**config.mk**
```make
export PLATFORM = sky130hd
export DESIGN_NAME = ddo_sdiv
export DESIGN_NICKNAME = d
export VERILOG_FILES = /design/src/rtl/ddo_pkg.sv /design/src/rtl/ddo_sdiv.sv
export SDC_FILE = /design/constraint.sdc
export NUM_CORES = 1
export LEC_CHECK = 0
export BUFFER_PORTS_ARGS = -buffer_cell sky130_fd_sc_hd__buf_2
export CORE_MARGIN = 2
export CORE_UTILIZATION = 45
export CTS_BUF_LIST = sky130_fd_sc_hd__clkbuf_4
export DETAILED_ROUTE_END_ITERATION = 12
export PLACE_DENSITY = 0.69
export SLEW_MARGIN = 20
export SYNTH_ARGS = -nofsm -noshare
export SYNTH_HDL_FRONTEND = slang
export SYNTH_SLANG_ARGS = --single-unit
```
**constraint.sdc**
```tcl
create_clock -name clk -period 5.55 [get_ports clk]
set_clock_uncertainty 0.2 [all_clocks]
set_input_delay 1.11 -clock clk [delete_from_list [all_inputs] [get_ports clk]]
set_output_delay 1.11 -clock clk [all_outputs]
set_load 0.01 [all_outputs]
```
**src/rtl/ddo_pkg.sv**
```systemverilog
`default_nettype none
// ----------------------------------------------------------------------------
// ddo_pkg
// Shared constants, types and the arctangent table for the odometry block.
// ----------------------------------------------------------------------------
package ddo_pkg;

	// angles in 2^-28 rad, carried 34 bits wide while wrapping
	localparam int ANG_W = 34;
	typedef logic signed [ANG_W-1:0] ang_t;
	typedef logic signed [47:0] acc_t;

	localparam ang_t PI_A      = 34'sd843314856;
	localparam ang_t TWO_PI_A  = 34'sd1686629712;
	localparam ang_t HALF_PI_A = 34'sd421657428;
	localparam logic signed [32:0] CORDIC_GAIN = 33'sd652032874;

	localparam int TRIG_ITER_DEF = 24;

	// divider sizes: angle step, linear speed, angular speed
	localparam int ANG_NUM_W = 57;
	localparam int ANG_DEN_W = 20;
	localparam int LIN_NUM_W = 34;
	localparam int ANGV_NUM_W = 30;
	localparam int SPD_DEN_W = 16;

	// register map
	localparam logic [1:0] REG_LEFT  = 2'd0;
	localparam logic [1:0] REG_RIGHT = 2'd1;
	localparam logic [1:0] REG_WBASE = 2'd2;

	localparam logic [23:0] LEFT_RST  = 24'd12569;
	localparam logic [23:0] RIGHT_RST = 24'd12569;
	localparam logic [19:0] WBASE_RST = 20'd4640;

	// atan(2^-i) rounded to 2^-28 rad
	function automatic logic [31:0] atan_entry(input int i);
		logic [31:0] r;
		case (i)
			0: r = 32'd210828714;
			1: r = 32'd124459457;
			2: r = 32'd65760959;
			3: r = 32'd33381290;
			4: r = 32'd16755422;
			5: r = 32'd8385879;
			6: r = 32'd4193963;
			7: r = 32'd2097109;
			8: r = 32'd1048571;
			9: r = 32'd524287;
			default: begin
				if (i <= 28) r = 32'd1 << (28 - i);
				else if (i == 29) r = 32'd1;
				else r = 32'd0;
			end
		endcase
		return r;
	endfunction

endpackage
`default_nettype wire

```
**src/rtl/ddo_sdiv.sv**
```systemverilog
`default_nettype none
// ----------------------------------------------------------------------------
// ddo_sdiv
// Bit-serial restoring divider for unsigned magnitudes, one quotient bit
// per cycle; the quotient shifts into the dividend register.
// ----------------------------------------------------------------------------
module ddo_sdiv import ddo_pkg::*; #(
	parameter int NUM_W = ANG_NUM_W,
	parameter int DEN_W = ANG_DEN_W
) (
	input  wire              clk,
	input  wire              arst_n,
	input  wire              start,
	input  wire [NUM_W-1:0]  dividend,
	input  wire [DEN_W-1:0]  divisor,
	output logic             busy,
	output logic [NUM_W-1:0] quotient
);
	localparam int CNT_W = $clog2(NUM_W + 1);

	logic [NUM_W-1:0] num_q;
	logic [DEN_W-1:0] den_q;
	logic [DEN_W-1:0] rem_q;
	logic [CNT_W-1:0] cnt_q;
	logic             busy_q;
	logic [DEN_W:0]   trial;
	logic [DEN_W:0]   trial_sub;
	logic             ge;

	assign trial     = {rem_q, num_q[NUM_W-1]};
	assign trial_sub = trial - {1'b0, den_q};
	assign ge        = trial >= {1'b0, den_q};

	always_ff @(posedge clk or negedge arst_n) begin
		if (!arst_n) begin
			busy_q <= 1'b0;
			cnt_q  <= '0;
		end else if (!busy_q) begin
			if (start) begin
				busy_q <= 1'b1;
				cnt_q  <= CNT_W'(NUM_W);
			end
		end else begin
			cnt_q <= cnt_q - CNT_W'(1);
			if (cnt_q == CNT_W'(1)) busy_q <= 1'b0;
		end
	end

	always_ff @(posedge clk) begin
		if (!busy_q) begin
			if (start) begin
				num_q <= dividend;
				den_q <= divisor;
				rem_q <= '0;
			end
		end else begin
			rem_q <= ge ? trial_sub[DEN_W-1:0] : trial[DEN_W-1:0];
			num_q <= {num_q[NUM_W-2:0], ge};
		end
	end

	assign busy     = busy_q;
	assign quotient = num_q;

endmodule
`default_nettype wire

```
==> metrics.txt <==
total congestion overflow 0; 1st-iter DRT viols 173; setup violators final 0; worst hold path type in2async; P_leak 2.72 nW; residual DRC count 0; Post-Place Worst Slack 2.40 ns; startpoint class of the critical path flop; measured slew at the worst slew-check pin 1.00 ns; Routed Antenna Nets 0; Global Route Usage Sum 0.177; pin count of the biggest net entering global routing 90; Synth warnings 0; Max-cap violations 0; clock root cell clkbuf_4; routability cong. approximately 0.87; Setup TNS 0 ns; post-synthesis average cell area ~13 um2; share of layout cells above drive strength 1 0.410; Synth Instances around 430; Detailed Routing Iterations Pass 1 5; Max IR drop VDD roughly 290 uV; Die ar. between 10000 and 15000 um2; # Post-CTS Setup Buffers 0; per-cell routed wire length roughly 15 um; first-pass GRT wire length ~18000 um; IO buf count approximately 140; CTS sink cnt about 100; mapped cell area about 5600 um2; outcome complete, no violations; Slowest cell on crit path buf_4; sequential share of the synthesized area 0.553; worst endpoint required time between 4 and 5 ns; Worst setup EP type output pin; Tcrit/Tclk final 0.589; Final Slew Violations 0; post-cts resize count 0; vias in the first global route ~3800; final hold violation count 0; CP Class reg2out; critical path's largest stage delay ~0.75 ns; library cells used by synthesis 65; crit path max fanout around 90; Critical Path, Cell by Cell buf_4, buf_2; Bufs on Longest Clock Path 2; RSZ-0062 raised after global routing false; Die Y roughly 120 um; Mapped Nets 534; Die W ~120 um; slew margin rel. 0.332; clk_lat worst skew ~0.5 ns; register bit total from synthesis 104; # nets final ~660; initial antenna violation count 1; Rows 40; CTS Buf Count 9; initial core utilization 0.463; WL final ~11000 um; Clock transition at path regs about 0.18 ns; critical path arrival 1.96 ns; CTS Hold Buffers Added 0; Primary FF master, synth edfxtp_1; Area growth, synth to finish 16.6%; post-DP HPWL between 7000 and 8000 um; ys async rst share 0.0673; EDFF count, synth slightly below 100; CTS tree yes; Vias/cell about 5; Via Count about 3800; Final WS setup 2.28 ns; io pins ~140; core footprint approximately 12000 um2; Final min period between 3 and 4 ns; CTS H-tree depth 3; PD cells around 550 nW/um2; Fmax achieved 0.306 GHz
==> per-layer routing <==
layer  vias up  part of all wire  GRT usage  wire length, um
met5         -                 0          0                0
met4         0            0.0087     0.0458               98
met3         8             0.057     0.0586              642
met2       110              0.48      0.280             5360
met1      1795              0.46      0.236             5150
li1       1864                 -          -                -
==> area by class of cell <==
cell class / count / area (um2)
fill: 1061 / 5550
sequential: 104 / 3090
multi-input combinational: 278 / 2250
timing repair buffer: 140 / 708
tap: 168 / 210
inverter: 28 / 106
clock inverter: 7 / 75.1
clock buffer: 9 / 67.6
antenna: 1 / 2.50
==> worst max-delay path, delay by kind of cell (launching register included) <==
family,cells,cell delay (ns)
buffers and inverters,2,1.02
DFF,1,0.40
==> placed cells by master, fill, tap and decap left out, drive strengths merged, types with 6 or more instances in the layout <==
master	count
buf	140
edfxtp	97
mux2	56
inv	30
nand2	28
a21oi	23
ha	22
o21ai	20
nor2	15
nor2b	15
mux2i	13
xor2	9
clkbuf	9
nor3	7
dfrtp	7
xnor2	6
nand3	6
==> worst paths after layout <==
kind | to | from | cells after the start | slack, ns
setup / recovery | busy | busy | 2 | 2.28
hold / removal | cnt_q[0] | arst_n | 1 | 0.21
hold reg to reg | cnt_q[5] | cnt_q[5] | 1 | 0.27
setup reg to reg | rem_q[16] | rem_q[8] | 8 | 2.81
min in group clk | cnt_q[5] | cnt_q[5] | 1 | 0.27
max in group asynchronous | cnt_q[2] | arst_n | 1 | 4.76
==> flip-flops by register name (all words and copies together), names as in the netlist <==
signal	cells
den_q	20
cnt_q	6
rem_q	20
quotient	57
busy	1
==> metrics by stage <==
step | power (mW) | hold slack [ns] | utilization | cells | instance area [um2]
after CTS | 3.59 | 0.178 | 0.539 | 734 | 6510
final | 3.55 | 0.209 | 0.540 | 735 | 6510
after detailed placement | 3.18 | 0.251 | 0.528 | 718 | 6360
after global placement | 3.13 | 0.240 | 0.528 | 718 | 6360
after global routing | 3.82 | 0.171 | 0.540 | 735 | 6510
after floorplan | 2.73 | 0.224 | - | 431 | 5590
==> synth_stat cells, types with 4 or more instances <==
master | number | share of area
xor2_1 | 9 | 0.014
clkbuf_1 | 6 | 0.0040
buf_6 | 5 | 0.010
mux2_2 | 56 | 0.11
xnor2_1 | 6 | 0.0094
a21oi_1 | 19 | 0.017
nor3_1 | 6 | 0.0054
nand2_1 | 26 | 0.017
nor2_1 | 15 | 0.010
nand3_1 | 5 | 0.0045
buf_2 | 5 | 0.0045
inv_1 | 28 | 0.019
o22ai_1 | 5 | 0.0056
edfxtp_1 | 97 | 0.52
mux2i_1 | 13 | 0.023
ha_1 | 22 | 0.049
dfrtp_1 | 7 | 0.031
nor2b_1 | 15 | 0.017
a21oi_2 | 4 | 0.0063
o21ai_0 | 18 | 0.016
==> report_power, final <==
| part | total (mW) | internal, mW | switching, mW | leakage [nW] |
|---|---|---|---|---|
| Sequential | 1.50 | 1.31 | 0.187 | 1.05 |
| Combinational | 1.66 | 0.781 | 0.883 | 1.60 |
| Clock | 0.389 | 0.105 | 0.284 | 0.0731 |
==> cell families after synthesis <==
family | share of synthesized area
fa+ha+maj | 0.0529
mux | 0.136
flops | 0.553
xor+xnor | 0.0235
simple gates | 0.0880
buf+inv | 0.0446
compound gates | 0.102
Note: power is estimated with default switching activity, not from simulation.
